==> src/design/modular_inverse_assert.svh <==
// Assertion macros for the modular inverse block.
`ifndef MODULAR_INVERSE_ASSERT_SVH
`define MODULAR_INVERSE_ASSERT_SVH

`ifndef SYNTHESIS
`define MI_ASSERT_SAME(label, clk, rst_n, ante, cons) \
    label: assert property (@(posedge clk) disable iff (!(rst_n)) (ante) |-> (cons)) \
        else $error("modular_inverse assertion failed");
`define MI_ASSERT_NEXT(label, clk, rst_n, ante, cons) \
    label: assert property (@(posedge clk) disable iff (!(rst_n)) (ante) |=> (cons)) \
        else $error("modular_inverse assertion failed");
`else
`define MI_ASSERT_SAME(label, clk, rst_n, ante, cons)
`define MI_ASSERT_NEXT(label, clk, rst_n, ante, cons)
`endif

`endif

==> src/design/mi_pkg.sv <==
// Shared constants and types for the modular inverse block.
`default_nettype none

package mi_pkg;

    localparam int unsigned WIDTH_DEF = 32;

    typedef enum logic [2:0] {
        ST_IDLE,
        ST_CHECK,
        ST_DIV,
        ST_STEP,
        ST_FIN,
        ST_NEG,
        ST_DONE
    } t_state;

endpackage

`default_nettype wire

==> src/design/mi_if.sv <==
// Valid/ready channel interfaces for the operands and the result.
`default_nettype none

interface mi_in_if #(
    parameter int unsigned WIDTH = mi_pkg::WIDTH_DEF
);
    logic             valid;
    logic             ready;
    logic [WIDTH-1:0] value_in;
    logic [WIDTH-1:0] modulus;

    modport source (output valid, output value_in, output modulus, input ready);
    modport sink (input valid, input value_in, input modulus, output ready);
endinterface

interface mi_out_if #(
    parameter int unsigned WIDTH = mi_pkg::WIDTH_DEF
);
    logic             valid;
    logic             ready;
    logic [WIDTH-1:0] inverse;
    logic             no_inverse;

    modport source (output valid, output inverse, output no_inverse, input ready);
    modport sink (input valid, input inverse, input no_inverse, output ready);
endinterface

`default_nettype wire

==> src/design/modular_inverse.sv <==
// Top level of the modular inverse block: extended Euclid with a bit-serial divider.
//
// The block takes a value and a modulus and returns the value's inverse modulo the
// modulus, or zero with no_inverse set when the value is zero, not below the modulus,
// or shares a factor with it. One item is worked on at a time. Each Euclid step runs
// the restoring divider, one quotient bit per cycle, while the coefficient product
// is built up from the same quotient bits, and then updates the remainders and the
// coefficients. At a width of 32 bits the worst case is 45 steps, for consecutive
// Fibonacci numbers; an item with invalid operands skips the divider.
// The result waits in an output register, so the next item may start while the
// previous result has not yet been transferred.
`default_nettype none

`include "modular_inverse_assert.svh"

module modular_inverse #(
    parameter int unsigned WIDTH = mi_pkg::WIDTH_DEF
) (
    input  wire     i_clk,
    input  wire     i_rst_n,
    mi_in_if.sink   i_in,
    mi_out_if.source o_out
);

    localparam int unsigned CW = $clog2(WIDTH);
    localparam logic [CW-1:0] CNT_LAST = CW'(WIDTH - 1);

    mi_pkg::t_state r_state, n_state;

    logic [WIDTH-1:0] r_m, n_m;
    logic [WIDTH-1:0] r_r0, n_r0;
    logic [WIDTH-1:0] r_r1, n_r1;
    logic [WIDTH-1:0] r_u0, n_u0;
    logic [WIDTH-1:0] r_u1, n_u1;
    logic             r_neg0, n_neg0;
    logic             r_neg1, n_neg1;
    logic [WIDTH-1:0] r_rem, n_rem;
    logic [WIDTH-1:0] r_dvd, n_dvd;
    logic [WIDTH-1:0] r_acc, n_acc;
    logic [CW-1:0]    r_cnt, n_cnt;
    logic [WIDTH-1:0] r_res, n_res;
    logic             r_res_flag, n_res_flag;
    logic [WIDTH-1:0] r_inv, n_inv;
    logic             r_flag, n_flag;
    logic             r_ovld, n_ovld;

    logic             w_in_fire;
    logic             w_load_out;
    logic             w_bad;
    logic [WIDTH:0]   w_trial;
    logic [WIDTH:0]   w_diff;
    logic             w_ge;
    logic [WIDTH-1:0] w_rem_next;

    assign w_in_fire  = i_in.valid && i_in.ready;
    assign w_load_out = (r_state == mi_pkg::ST_DONE) && (!r_ovld || o_out.ready);
    assign w_bad      = (r_r0 < WIDTH'(2)) || (r_r1 == '0) || (r_r1 >= r_r0);
    assign w_trial    = {r_rem, r_dvd[WIDTH-1]};
    assign w_diff     = w_trial - {1'b0, r_r1};
    assign w_ge       = w_trial >= {1'b0, r_r1};
    assign w_rem_next = w_ge ? w_diff[WIDTH-1:0] : w_trial[WIDTH-1:0];

    assign i_in.ready       = (r_state == mi_pkg::ST_IDLE);
    assign o_out.valid      = r_ovld;
    assign o_out.inverse    = r_inv;
    assign o_out.no_inverse = r_flag;

    always_comb begin
        n_state = r_state;
        case (r_state)
            mi_pkg::ST_IDLE: begin
                if (w_in_fire) begin
                    n_state = mi_pkg::ST_CHECK;
                end
            end
            mi_pkg::ST_CHECK: begin
                n_state = w_bad ? mi_pkg::ST_DONE : mi_pkg::ST_DIV;
            end
            mi_pkg::ST_DIV: begin
                if (r_cnt == CNT_LAST) begin
                    n_state = mi_pkg::ST_STEP;
                end
            end
            mi_pkg::ST_STEP: begin
                n_state = (r_rem == '0) ? mi_pkg::ST_FIN : mi_pkg::ST_DIV;
            end
            mi_pkg::ST_FIN: begin
                n_state = (r_r0 != WIDTH'(1)) ? mi_pkg::ST_DONE : mi_pkg::ST_NEG;
            end
            mi_pkg::ST_NEG: begin
                n_state = mi_pkg::ST_DONE;
            end
            mi_pkg::ST_DONE: begin
                if (w_load_out) begin
                    n_state = mi_pkg::ST_IDLE;
                end
            end
            default: begin
                n_state = mi_pkg::ST_IDLE;
            end
        endcase
    end

    always_comb begin
        n_m        = r_m;
        n_r0       = r_r0;
        n_r1       = r_r1;
        n_u0       = r_u0;
        n_u1       = r_u1;
        n_neg0     = r_neg0;
        n_neg1     = r_neg1;
        n_rem      = r_rem;
        n_dvd      = r_dvd;
        n_acc      = r_acc;
        n_cnt      = r_cnt;
        n_res      = r_res;
        n_res_flag = r_res_flag;
        n_inv      = r_inv;
        n_flag     = r_flag;
        n_ovld     = r_ovld && !o_out.ready;
        case (r_state)
            mi_pkg::ST_IDLE: begin
                if (w_in_fire) begin
                    n_m    = i_in.modulus;
                    n_r0   = i_in.modulus;
                    n_r1   = i_in.value_in;
                    n_u0   = '0;
                    n_u1   = WIDTH'(1);
                    n_neg0 = 1'b0;
                    n_neg1 = 1'b0;
                end
            end
            mi_pkg::ST_CHECK: begin
                n_res      = '0;
                n_res_flag = 1'b1;
                n_rem      = '0;
                n_dvd      = r_r0;
                n_acc      = '0;
                n_cnt      = '0;
            end
            mi_pkg::ST_DIV: begin
                n_rem = w_rem_next;
                n_dvd = {r_dvd[WIDTH-2:0], 1'b0};
                n_acc = {r_acc[WIDTH-2:0], 1'b0} + (w_ge ? r_u1 : '0);
                n_cnt = r_cnt + CW'(1);
            end
            mi_pkg::ST_STEP: begin
                n_r0   = r_r1;
                n_r1   = r_rem;
                n_u0   = r_u1;
                n_u1   = r_u0 + r_acc;
                n_neg0 = r_neg1;
                n_neg1 = !r_neg1;
                n_dvd  = r_r1;
                n_rem  = '0;
                n_acc  = '0;
                n_cnt  = '0;
            end
            mi_pkg::ST_FIN: begin
                n_u0 = (r_u0 >= r_m) ? (r_u0 - r_m) : r_u0;
            end
            mi_pkg::ST_NEG: begin
                n_res      = (r_neg0 && (r_u0 != '0)) ? (r_m - r_u0) : r_u0;
                n_res_flag = 1'b0;
            end
            mi_pkg::ST_DONE: begin
                if (w_load_out) begin
                    n_inv  = r_res;
                    n_flag = r_res_flag;
                    n_ovld = 1'b1;
                end
            end
            default: begin
                n_ovld = r_ovld;
            end
        endcase
    end

    always_ff @(posedge i_clk) begin
        if (!i_rst_n) begin
            r_state <= mi_pkg::ST_IDLE;
            r_ovld  <= 1'b0;
        end else begin
            r_state <= n_state;
            r_ovld  <= n_ovld;
        end
    end

    always_ff @(posedge i_clk) begin
        r_m        <= n_m;
        r_r0       <= n_r0;
        r_r1       <= n_r1;
        r_u0       <= n_u0;
        r_u1       <= n_u1;
        r_neg0     <= n_neg0;
        r_neg1     <= n_neg1;
        r_rem      <= n_rem;
        r_dvd      <= n_dvd;
        r_acc      <= n_acc;
        r_cnt      <= n_cnt;
        r_res      <= n_res;
        r_res_flag <= n_res_flag;
        r_inv      <= n_inv;
        r_flag     <= n_flag;
    end

    `MI_ASSERT_SAME(a_flag_zero, i_clk, i_rst_n, r_ovld && r_flag, r_inv == '0)
    `MI_ASSERT_SAME(a_inv_nonzero, i_clk, i_rst_n, r_ovld && !r_flag, r_inv != '0)
    `MI_ASSERT_SAME(a_rem_below, i_clk, i_rst_n, r_state == mi_pkg::ST_DIV, r_rem < r_r1)
    `MI_ASSERT_SAME(a_r_order, i_clk, i_rst_n, r_state == mi_pkg::ST_DIV, r_r1 < r_r0)
    `MI_ASSERT_NEXT(a_load_valid, i_clk, i_rst_n, w_load_out, r_ovld)

endmodule

`default_nettype wire

==> src/flat_wrapper.sv <==
// flat-port wrapper written by rule: the top's interface ports become plain ports
module modular_inverse_flat 
#(
    parameter int unsigned WIDTH = mi_pkg::WIDTH_DEF
)
  (i_clk, i_rst_n, i_in_valid, i_in_value_in, i_in_modulus, i_in_ready, o_out_valid, o_out_inverse, o_out_no_inverse, o_out_ready);
  mi_in_if #(.WIDTH(WIDTH)) i_in_i ();
  mi_out_if #(.WIDTH(WIDTH)) o_out_i ();
  input  wire i_clk;
  input  wire i_rst_n;
  input wire logic [$bits(i_in_i.valid)-1:0] i_in_valid;
  input wire logic [$bits(i_in_i.value_in)-1:0] i_in_value_in;
  input wire logic [$bits(i_in_i.modulus)-1:0] i_in_modulus;
  output wire logic [$bits(i_in_i.ready)-1:0] i_in_ready;
  output wire logic [$bits(o_out_i.valid)-1:0] o_out_valid;
  output wire logic [$bits(o_out_i.inverse)-1:0] o_out_inverse;
  output wire logic [$bits(o_out_i.no_inverse)-1:0] o_out_no_inverse;
  input wire logic [$bits(o_out_i.ready)-1:0] o_out_ready;
  assign i_in_i.valid = i_in_valid;
  assign i_in_i.value_in = i_in_value_in;
  assign i_in_i.modulus = i_in_modulus;
  assign i_in_ready = i_in_i.ready;
  assign o_out_valid = o_out_i.valid;
  assign o_out_inverse = o_out_i.inverse;
  assign o_out_no_inverse = o_out_i.no_inverse;
  assign o_out_i.ready = o_out_ready;
  modular_inverse #(.WIDTH(WIDTH)) u_core (.i_clk(i_clk), .i_rst_n(i_rst_n), .i_in(i_in_i), .o_out(o_out_i));
endmodule
==> config.mk <==
export PLATFORM = sky130hd
export DESIGN_NAME = modular_inverse_flat
export DESIGN_NICKNAME = d
export VERILOG_FILES = /design/src/design/mi_pkg.sv /design/src/design/mi_if.sv /design/src/design/modular_inverse.sv /design/src/flat_wrapper.sv
export VERILOG_INCLUDE_DIRS = /design/src /design/src/design
export SDC_FILE = /design/constraint.sdc
export NUM_CORES = 1
export LEC_CHECK = 0
export BUFFER_PORTS_ARGS = -buffer_cell sky130_fd_sc_hd__buf_2
export CORE_MARGIN = 1.5
export CORE_UTILIZATION = 57
export DETAILED_ROUTE_END_ITERATION = 10
export PLACE_DENSITY = 0.86
export SLEW_MARGIN = 20
export SYNTH_ARGS = -nofsm -noshare
export SYNTH_HDL_FRONTEND = slang
export SYNTH_SLANG_ARGS = --single-unit
==> constraint.sdc <==
create_clock -name i_clk -period 5.29 [get_ports i_clk]
set_clock_uncertainty 0.2 [all_clocks]
set_input_delay 1.3225 -clock i_clk [delete_from_list [all_inputs] [get_ports i_clk]]
set_output_delay 1.3225 -clock i_clk [all_outputs]
set_load 0.005 [all_outputs]
After elaboration in Yosys (flattened, before gate mapping)

Cells that the tools add are included.

Bits in registers: 333
Input bits: 68
Output and inout port bits: 35
Word-level logic and storage cells: 96

Equal/unequal tests: 12
Add/subtract/negate cells: 6
Muxes and demuxes: 30
Reduce and logical (&&, ||, !) cells: 27
Order comparisons: 4

Operator list:

| kind                                                                      | count |
|---|---|
| 32-bit case mux with 2 select lines                                       | 6 |
| 32-bit 2-to-1 mux                                                         | 8 |
| 32-bit case mux with 3 select lines                                       | 2 |
| 32-bit subtractor                                                         | 3 |
| 32-bit adder                                                              | 2 |
| 32-bit greater-or-equal comparator                                        | 2 |
| 32-bit zero test                                                          | 2 |
| 33-bit by 32-bit greater-or-equal comparator with 1-bit output            | 1 |
| 32-bit by 2-bit < comparator with 1-bit output (second input constant)    | 1 |
| 32-bit by 1-bit inequality test with 1-bit output (second input constant) | 1 |
| 32-bit nonzero test                                                       | 1 |
| 3-bit case mux with 7 select lines                                        | 1 |
| 3-bit 2-to-1 mux                                                          | 5 |
| 5-bit case mux with 2 select lines                                        | 1 |
| 3-bit == test (second input constant)                                     | 3 |
| 1-bit case mux with 2 select lines                                        | 4 |
| 2-bit nonzero test                                                        | 4 |
| 3-bit by 2-bit == test with 1-bit output (second input constant)          | 2 |
| 2-bit by 1-bit inequality test with 1-bit output (second input constant)  | 3 |
| 2-bit AND reduction                                                       | 3 |
| 3-bit AND reduction                                                       | 2 |
| 3-bit nonzero test                                                        | 2 |
| 6-bit OR reduction                                                        | 1 |
| 5-bit by 1-bit adder with 5-bit output (second input constant)            | 1 |
| 10 further kinds                                                          | 18 |

Logic depth before layout (Yosys ltp)

Gate-level depths: netlist of run 1.

Depth in word-level cells: 5
Gate-level depth with buffers: 22
Gate-level depth less buffers: 20

Worst setup path before layout of run 1

Ideal clock, no wire load.

Path kind: reg-to-reg
Start: reg u_core.r_rem[9]
End: reg u_core.r_acc[31], data pin
Buffers on the path: 2
Setup slack: 0.162 ns
Stages on the path, launching flop included: 22
Period minus slack after synthesis: 5.128 ns
Library setup time: 0.266 ns
Data required time: 4.824 ns
Data arrival time: 4.662 ns
Path through: edfxtp_1 ha_1 buf_2 a21oi_1 o21bai_1 a211oi_1 a31oi_1 o41ai_2 a21oi_2 clkbuf_1 and2_1 ha_1 fa_1 a21oi_1 o211ai_1 o31ai_1 a21oi_1 or3_1 a21oi_1 xor2_1 xnor2_1 nor2_1

Longest elaborated chain between the ends: 4

RTL lines:

| what                                                           | line                   | RTL |
|---|---|---|
| start, declared                                                | modular_inverse.sv:37  | `logic [WIDTH-1:0] r_rem, n_rem;` |
| start signal, assigned                                         | modular_inverse.sv:197 | `r_rem <= n_rem;` |
| 33-bit by 32-bit greater-or-equal comparator with 1-bit output | modular_inverse.sv:60  | `assign w_ge = w_trial >= {1'b0, r_r1};` |
| 32-bit 2-to-1 mux                                              | modular_inverse.sv:144 | `n_acc = {r_acc[WIDTH-2:0], 1'b0} + (w_ge ? r_u1 : '0);` |
| 32-bit adder                                                   | modular_inverse.sv:144 |  |
| 32-bit case mux with 2 select lines                            | modular_inverse.sv:121 | `case (r_state)` |
| end signal, assigned                                           | modular_inverse.sv:199 | `r_acc <= n_acc;` |
| end, declared                                                  | modular_inverse.sv:39  | `logic [WIDTH-1:0] r_acc, n_acc;` |

No other way between the ends.
A chain may end at the register's enable or synchronous reset.

Worst setup path in the final report of run 1

Start: reg u_core.r_r1[10]
End: reg u_core.r_acc[19], data pin

Longest elaborated chain between the ends: 4

RTL lines:

| what                                                           | line                   | RTL |
|---|---|---|
| start, declared                                                | modular_inverse.sv:32  | `logic [WIDTH-1:0] r_r1, n_r1;` |
| start signal, assigned                                         | modular_inverse.sv:192 | `r_r1 <= n_r1;` |
| 33-bit by 32-bit greater-or-equal comparator with 1-bit output | modular_inverse.sv:60  |  |
| 32-bit 2-to-1 mux                                              | modular_inverse.sv:144 |  |
| 32-bit adder                                                   | modular_inverse.sv:144 |  |
| 32-bit case mux with 2 select lines                            | modular_inverse.sv:121 |  |

No other way between the ends.

==> flow_summary.json, run 1 <==
{
  "synthesis.instances": 2431,
  "combPwrFrac_pct": 56.7,
  "clkSinkCount": 333,
  "synth_top_family_by_area": "compound AO/OA/AOI/OAI gates",
  "p_int_w": 0.00988,
  "path_max_fanout": 11,
  "dieArea_mm2": 0.0414,
  "num-fill-cells": 3094,
  "port_buffers": 102,
  "drt-wirelength-per-cell_um": 21.4,
  "finalSetupViolCount": 0,
  "grt_pass1_wl_um": 102000,
  "p_leak_nw": 11.0,
  "drive_gt1_share_pct": 12.6,
  "worstPathRequired_ns": 5.50,
  "yosys.area_share.adder_pct": 10.8,
  "place_congestion": 0.980,
  "status": "finished clean",
  "sequentialPowerShare_pct": 27.8,
  "worstRegToRegCells": 22,
  "start_kind": "flop",
  "die_h_um": 204,
  "place.detailed.hpwl_um": 49300,
  "first_global_vias": 18812,
  "clockRootBuffer": "clkbuf_16",
  "yosys.area_share.simple_pct": 16.7,
  "clock_latency_ns": 0.57,
  "antenna_found_initial": 0,
  "core_area_mm2": 0.0397,
  "hold_class": "flop to flop",
  "worstPathArrival_ns": 5.44,
  "path_class": "flop to flop",
  "areaGrowthSynthToFinish_pct": 13.2,
  "ys_seq_elements": 333,
  "grt_usage_pct": 31.7,
  "final_common_cell": "edfxtp_1",
  "synthMuxAreaShare_pct": 1.88,
  "synthDistinctLibCells": 91,
  "worst_setup_path_end_kind": "flop",
  "ir_worst_vdd_mv": 0.592,
  "final_cell_mix": "edfxtp_1 (329), nand2_1 (304), nor2_1 (193), ha_1 (187), a21oi_1 (179)",
  "cts_tree": "done",
  "slew_headroom_pct": 19.4,
  "vias_per_cell": 6.29,
  "stdcell_count": 3122,
  "min_delay_path_depth": 0,
  "rows": 73,
  "drtIter0Drc": 2160,
  "yosysTopAreaCell": "edfxtp_1",
  "ant_nets": 0,
  "synth.cell_area_mm2": 0.0229,
  "cts_buffers": 38,
  "wirelength_um": 66700,
  "synth_top_area_share_pct": 43.1,
  "rsz0062_at_grt": "yes",
  "synth.area.top_cells": "edfxtp_1 (43%), ha_1 (10%), nand2_1 (5.0%)",
  "register_area_mm2": 0.00996,
  "dp_slack_ns": -0.225,
  "firstDrtPassIters": 9,
  "post-route-min-period_ns": 5.22,
  "die_width_um": 204,
  "finalPower_w": 0.0176,
  "fin_crit_sh_pct": 98.8,
  "grt_max_degree": 102,
  "synth_fp_nets": 2694,
  "post-route-drc-count": 0,
  "antenna-diode-count": 0,
  "synth-xor-area-share_pct": 4.47,
  "clockPowerShare_pct": 15.5,
  "vias": 19634,
  "setup_slack_ns": 0.0655,
  "design_area_mm2": 0.0259,
  "synth_compound_area_share_pct": 18.2,
  "async_flop_share_pct": 0,
  "switchingPower_w": 0.00774,
  "hold_viol": 0,
  "synth-edff-count": 329,
  "p_per_area_mw_per_mm2": 679,
  "slew_violations": 0,
  "yosysSeqAreaShare_pct": 43.5,
  "worst_pin_slew_ns": 1.20,
  "synth_warnings": 0,
  "clkTransAtPathRegs_ns": 0.06,
  "finish.utilization_pct": 65.3,
  "fmax_ghz": 0.191,
  "placed_area_mm2": 0.0244,
  "synth_ff_type": "edfxtp_1",
  "start_util_pct": 57.7,
  "ioPinCount": 103,
  "overflow": 0,
  "cts.path.max_buffers": 3,
  "max_cap_viol_count": 0,
  "nets": 2831,
  "multi_input_area_mm2": 0.0121,
  "htree_levels": 2,
  "placedCellCount": 3035,
  "switching_share_pct": 43.9,
  "syn_avg_cell_area_um2": 9.43
}
==> sequential cells by signal, indices dropped and copies added, names as in the netlist <==
| signal | flops |
|---|---|
| u_core.o_out.valid | 1 |
| u_core.r_rem | 32 |
| u_core.r_r0 | 32 |
| u_core.r_r1 | 32 |
| u_core.o_out.no_inverse | 1 |
| u_core.r_acc | 32 |
| u_core.r_res_flag | 1 |
| u_core.r_state | 3 |
| u_core.r_neg0 | 1 |
| u_core.r_u1 | 32 |
| u_core.r_u0 | 32 |
| u_core.o_out.inverse | 32 |
| u_core.r_neg1 | 1 |
| u_core.r_res | 32 |
| u_core.r_cnt | 5 |
| u_core.r_dvd | 32 |
| u_core.r_m | 32 |
==> cell type report <==
class / count / area share, %
Inverter: 158 / 2.29
Clock buffer: 49 / 3.94
Timing Repair Buffer: 206 / 5.14
Clock inverter: 20 / 0.911
Tap cell: 525 / 2.53
Multi-Input combinational cell: 1831 / 46.8
Sequential cell: 333 / 38.4
==> metrics by stage <==
stage	hold WS, ns	TNS, ns
2_1_floorplan	0.200	0
3_3_place_gp	0.200	-0.0964
3_5_place_dp	0.206	-0.561
4_1_cts	0.202	0
5_1_grt	0.222	-0.486
6_report	0.200	0
==> path summary, 6_finish.rpt <==
kind / from / to / slack [ns]
worst min-delay path: u_core.r_res[11] / u_core.o_out.inverse[11] / 0.20
worst max register to register: u_core.r_r1[10] / u_core.r_acc[19] / 0.07
worst min register to register: u_core.r_res[11] / u_core.o_out.inverse[11] / 0.20
worst max-delay path: u_core.r_r1[10] / u_core.r_acc[19] / 0.07
==> per-layer routing <==
layer / track usage [%] / routed length, µm / up-vias
met5: 0 / 0 / -
met4: 11.8 / 2620 / 0
met3: 4.51 / 5790 / 171
met2: 53.4 / 31600 / 1019
met1: 41.7 / 26600 / 9348
li1: - / - / 9096
==> critical path, cell delays in order (launching register included) <==
cell and delay, ns:
edfxtp_1 0.39, inv_1 0.12, ha_1 0.27, a21oi_2 0.18
o21bai_1 0.09, a211oi_1 0.34, a31oi_2 0.20, o41ai_4 0.41
a21oi_4 0.12, buf_4 0.18, clkbuf_16 0.16, and2_1 0.15
ha_1 0.36, a41oi_1 0.27, o21ai_0 0.16, a21oi_2 0.27
buf_4 0.17, a21boi_1 0.08, o31a_1 0.27, o21ai_1 0.16
a21boi_1 0.14, o21ba_2 0.23, nor3_2 0.16
==> logic make-up (layout without fill, tap and decap cells) <==
| family | count (synthesis) | after routing |
|---|---|---|
| AND/OR/NAND/NOR | 813 | 813 |
| multiplexers | 43 | 43 |
| XOR/XNOR | 117 | 117 |
| AO/OA/AOI/OAI | 663 | 663 |
| flip-flops | 333 | 333 |
| adder cells (fa/ha/maj) | 195 | 195 |
| buffers and inverters | 267 | 433 |
==> cells in the mapped netlist, types with 6 or more instances <==
library cell,count
a211o_1,6
a211oi_1,24
a21boi_0,8
a21o_1,82
a21oi_1,187
a31oi_1,20
and2_1,52
and3_1,17
buf_1,10
buf_2,8
clkbuf_1,86
edfxtp_1,329
ha_1,190
inv_1,157
mux2i_1,43
nand2_1,305
nand2b_1,24
nand3_1,41
nand4_1,31
nor2_1,195
nor2b_1,20
nor3_1,40
nor3b_1,6
nor4_1,38
o211ai_1,9
o21a_1,27
o21ai_0,180
o21ai_1,10
o21bai_1,18
o22ai_1,6
o31a_1,7
o31ai_1,17
or3_1,13
xnor2_1,68
xor2_1,49
==> what timing repair did <==
item	in CTS	in global routing
buffers inserted	5	12
hold endpoints to repair	0	0
pin swaps	5	15
hold buffers	0	0
setup endpoints to repair	5	13
gates cloned	0	1
gates resized for setup	9	26
==> power by group through the flow <==
stage	Sequential, W	Clock [W]	Combinational (W)
6_report	0.00490	0.00272	0.0100
3_3_place_gp	0.00487	0	0.00903
4_1_cts	0.00486	0.00274	0.00948
2_1_floorplan	0.00464	0	0.00696
5_1_grt	0.00496	0.00284	0.0109
3_5_place_dp	0.00489	0	0.00934
No activity file was read; power rests on OpenSTA's default activity.
==> inputs of run 2 (changes only) <==
Settings changed: CTS_BUF_LIST from default to sky130_fd_sc_hd__clkbuf_16.
==> flow_summary.json, run 2 (same netlist as run 1, synthesis figures left out) <==
{
  "holdBufCountCts": 0,
  "worstPathRequired_ns": 5.50,
  "slew_headroom_pct": 16.6,
  "start_kind": "flop",
  "cts_tree": "done",
  "grt_pass1_wl_um": 102000,
  "rows": 73,
  "grt_usage_pct": 31.7,
  "ioPinCount": 103,
  "htree_levels": 2,
  "grt_max_degree": 102,
  "core_area_mm2": 0.0397,
  "worst_setup_path_end_kind": "flop",
  "areaGrowthSynthToFinish_pct": 13.2,
  "start_util_pct": 57.7,
  "rsz0062_at_grt": "yes",
  "post-route-min-period_ns": 5.22,
  "worst_pin_slew_ns": 1.24,
  "die_h_um": 204,
  "hold_end": "u_core.o_out.inverse[11]",
  "p_leak_nw": 11.0,
  "drive_gt1_share_pct": 12.6,
  "vias_per_cell": 6.28,
  "clkSinkCount": 333,
  "placed_area_mm2": 0.0244,
  "setup_slack_ns": 0.0728,
  "ant_nets": 0,
  "drt-wirelength-per-cell_um": 21.4,
  "path_cells": "inv_1 -> ha_1 -> a21oi_2 -> o21bai_1 -> a211oi_1 -> a31oi_2 -> o41ai_4 -> a21oi_4 -> buf_4 -> clkbuf_16 -> and2_1 -> ha_1 -> a41oi_1 -> o21ai_0 -> a21oi_2 -> buf_4 -> a21boi_1 -> o31a_1 -> o21ai_1 -> a21boi_1 -> o21ba_2 -> nor3_2",
  "hold_class": "flop to flop",
  "slew_violations": 0,
  "dieArea_mm2": 0.0414,
  "ir_worst_vdd_mv": 0.589,
  "p_per_area_mw_per_mm2": 678,
  "place_congestion": 0.980,
  "fmax_ghz": 0.192,
  "clock_latency_ns": 0.56,
  "worstRegToRegCells": 22,
  "final_cell_mix": "edfxtp_1 (329), nand2_1 (304), nor2_1 (193), ha_1 (187), a21oi_1 (179)",
  "min_from": "u_core.r_res[11]",
  "multi_input_area_mm2": 0.0121,
  "place.detailed.hpwl_um": 49300,
  "first_global_vias": 18811,
  "firstDrtPassIters": 6,
  "num-fill-cells": 3095,
  "worstPathArrival_ns": 5.43,
  "cts.path.max_buffers": 3,
  "cpMaxStageDelayCell": "o41ai_4",
  "wirelength_um": 66700,
  "status": "finished clean",
  "drtIter0Drc": 2081,
  "fin_setup_tns_ns": 0,
  "design_area_mm2": 0.0259,
  "rr_startpoint": "u_core.r_r1[10]",
  "rr_endpoint": "u_core.r_acc[19]",
  "dp_slack_ns": -0.225,
  "vias": 19597,
  "clkTransAtPathRegs_ns": 0.06,
  "fin_crit_sh_pct": 98.6,
  "ff2ff_setup_slack_ns": 0.07,
  "register_area_mm2": 0.00996,
  "nets": 2831,
  "cp_slowest_stage_delay_ns": 0.41,
  "hold_viol": 0,
  "critPathLaunch": "u_core.r_r1[10]",
  "overflow": 0,
  "antenna-diode-count": 0,
  "port_buffers": 102,
  "die_width_um": 204,
  "finish.utilization_pct": 65.3,
  "clockRootBuffer": "clkbuf_16",
  "path_class": "flop to flop",
  "post-route-drc-count": 0,
  "cts_buffers": 38,
  "final_common_cell": "edfxtp_1",
  "finalSetupViolCount": 0,
  "max_cap_viol_count": 0,
  "path_max_fanout": 11,
  "antenna_found_initial": 0,
  "min_delay_path_depth": 0
}
[run 2: critical path, delay by kind of cell, from the launching register on]
kind                     cells  cell delay [ns]
AO/OA/AOI/OAI               14             2.90
adder cells (fa/ha/maj)      2             0.63
buffers and inverters        4             0.63
flip-flops                   1             0.39
AND/OR/NAND/NOR              2             0.31
[run 2: repair_timing]
item                       in CTS  in global routing
pin swaps                       5                 15
resized for setup               9                 26
cloned                          0                  1
setup endpoints to repair       5                 13
buffers inserted                5                 12
[run 2: cell type report]
cell class,count,share of cell area [%]
Clock buffer,39,3.76
Multi-Input combinational cell,1831,46.8
Timing Repair Buffer,206,5.14
Clock inverter,30,1.06
Inverter,158,2.29
Tap cell,525,2.53
Sequential cell,333,38.4
[run 2: report_power, final]
group	internal [W]	leakage [nW]	switching (W)
sequential	0.00419	3.18	0.000716
combinational	0.00408	7.20	0.00591
clock	0.00158	0.632	0.00110
total	0.00985	11.0	0.00773
[run 2: metal layers]
metal,track usage (%),up-vias,share of wire [%],routed length (µm)
met5,0,-,0,0
met4,12.2,0,4.2,2820
met3,4.55,205,8.6,5720
met2,53.2,1021,47,31600
met1,41.7,9279,40,26600
li1,-,9092,-,-
[run 2: how the worst max path moves through the flow]
stage | slack [ns] | depth (start not counted) | to
final | 0.07 | 22 | u_core.r_acc[19]
after global routing | -0.20 | 22 | u_core.r_acc[31]
after CTS | 0.04 | 21 | u_core.r_acc[31]
after detailed placement | -0.22 | 22 | u_core.r_acc[31]
after global placement | -0.07 | 22 | u_core.r_acc[31]
after floorplan | 0.16 | 21 | u_core.r_acc[31]
[run 2: per-stage QoR]
| step | power (W) | cells | hold slack [ns] |
|---|---|---|---|
| 2_1_floorplan | 0.0116 | 2431 | 0.200 |
| 5_1_grt | 0.0187 | 3122 | 0.222 |
| 3_3_place_gp | 0.0139 | 3035 | 0.200 |
| 6_report | 0.0176 | 3122 | 0.199 |
| 3_5_place_dp | 0.0142 | 3035 | 0.206 |
| 4_1_cts | 0.0170 | 3109 | 0.202 |
==> inputs of run 3 (changes only) <==
Clock period 5.29 ns to 4.6 ns, I/O delays scaled along.
==> flow_summary.json, run 3 (same netlist as run 1, synthesis figures left out) <==
{
  "status": "finished, violations left",
  "violations": "negative setup slack",
  "path_class": "flop to flop",
  "die_width_um": 204,
  "drt-wirelength-per-cell_um": 21.9,
  "slew_headroom_pct": 24.0,
  "max_cap_viol_count": 0,
  "first_global_vias": 20737,
  "ant_nets": 0,
  "dp_slack_ns": -0.702,
  "clkTransAtPathRegs_ns": 0.06,
  "wirelength_um": 72700,
  "holdBufCountCts": 0,
  "htree_levels": 2,
  "rows": 73,
  "slew_violations": 0,
  "overflow": 0,
  "cts_tree": "done",
  "cp_slowest_stage_delay_ns": 0.43,
  "antenna_found_initial": 1,
  "vias_per_cell": 6.25,
  "path_cells": "inv_2 -> ha_4 -> a21oi_4 -> nor2b_2 -> or3_4 -> a221o_1 -> a211oi_4 -> a21oi_4 -> buf_12 -> and2_4 -> ha_4 -> fa_2 -> a21oi_2 -> o211ai_1 -> o31ai_2 -> buf_4 -> a21oi_4 -> or3_4 -> a21oi_2 -> xor2_1 -> xnor2_1 -> nor2_1",
  "finalSetupViolCount": 21,
  "clkSinkCount": 333,
  "cts_buffers": 38,
  "hold_viol": 0,
  "vias": 20794,
  "place_congestion": 0.970,
  "grt_usage_pct": 34.7,
  "setup_slack_ns": -0.670,
  "post-route-drc-count": 0,
  "core_area_mm2": 0.0397,
  "p_per_area_mw_per_mm2": 803,
  "rsz0062_at_grt": "yes",
  "dieArea_mm2": 0.0414,
  "clockRootBuffer": "clkbuf_16",
  "die_h_um": 204,
  "ioPinCount": 103,
  "fmax_ghz": 0.190,
  "drive_gt1_share_pct": 21.0,
  "worstPathArrival_ns": 5.35,
  "port_buffers": 102,
  "cts.path.max_buffers": 3,
  "grt_max_degree": 71,
  "register_area_mm2": 0.00996,
  "p_leak_nw": 12.1,
  "start_util_pct": 57.7,
  "ir_worst_vdd_mv": 0.587,
  "worstPathRequired_ns": 4.68,
  "cpMaxStageDelayCell": "a221o_1",
  "hold_class": "flop to flop",
  "clock_latency_ns": 0.57,
  "post-route-min-period_ns": 5.27,
  "fin_crit_sh_pct": 115,
  "crit_top_cell": "a21oi_4",
  "fin_setup_tns_ns": -6.73,
  "start_kind": "flop",
  "placedCellCount": 3217,
  "final_common_cell": "edfxtp_1",
  "final_cell_mix": "edfxtp_1 (329), nand2_1 (304), buf_4 (298), nor2_1 (189), ha_1 (174)",
  "stdcell_count": 3326,
  "worst_pin_slew_ns": 1.13,
  "place.detailed.hpwl_um": 52500,
  "worst_setup_path_end_kind": "flop",
  "areaGrowthSynthToFinish_pct": 21.6,
  "multi_input_area_mm2": 0.0125,
  "grt_pass1_wl_um": 111000,
  "firstDrtPassIters": 7,
  "drtIter0Drc": 1993,
  "antenna-diode-count": 0,
  "path_max_fanout": 3,
  "nets": 3036,
  "num-fill-cells": 2892
}
[run 3: critical path, delay by kind of cell (launching register included)]
family	cells	cell delay (ns)
AO/OA/AOI/OAI	9	1.83
AND/OR/NAND/NOR	5	0.99
adder cells (fa/ha/maj)	3	0.76
buffers and inverters	3	0.43
flip-flops	1	0.42
XOR/XNOR	2	0.33
[run 3: cell type report]
class	instances	area share (%)
clock inverters	29	0.880
well taps	525	2.36
repair buffers	411	10.5
clock buffers	39	3.50
flip-flops and latches	333	35.7
inverters	158	2.13
multi-input cells	1831	44.8
[run 3: through the flow]
step / total power [W] / area, µm² / util (%) / hold WS (ns)
2_1_floorplan: 0.0134 / 23000 / - / 0.200
3_3_place_gp: 0.0173 / 25800 / 65.0 / 0.200
3_5_place_dp: 0.0177 / 25800 / 65.0 / 0.208
4_1_cts: 0.0214 / 27600 / 69.4 / 0.218
5_1_grt: 0.0237 / 27900 / 70.2 / 0.217
6_report: 0.0224 / 27900 / 70.2 / 0.222
[run 3: final timing paths]
check                                     start                       to  slack (ns)  cells past startpoint
worst max register to register  u_core.r_r1[23]         u_core.r_acc[31]       -0.67                     22
worst min-delay path            u_core.r_res[9]  u_core.o_out.inverse[9]        0.22                      0
worst min register to register  u_core.r_res[9]  u_core.o_out.inverse[9]        0.22                      0
worst max-delay path            u_core.r_r1[23]         u_core.r_acc[31]       -0.67                     22
[run 3: routing by layer]
layer,global-route usage [%],up-vias,routed length [µm]
met2,58.8,1076,34300
li1,-,9484,-
met1,42.9,9956,28200
met5,0,-,14
met4,19.5,2,4410
met3,4.54,276,5730
[run 3: repair_timing]
| item | 4_1_cts | 5_1_grt |
|---|---|---|
| endpoints found under the setup margin | 21 | 27 |
| pin swaps | 29 | 29 |
| setup buffers | 35 | 15 |
| gates resized for setup | 51 | 51 |
[run 3: power by group]
part | internal, W | total (W) | switching, W
combinational | 0.00608 | 0.0137 | 0.00766
sequential | 0.00480 | 0.00559 | 0.000790
clock | 0.00176 | 0.00306 | 0.00130
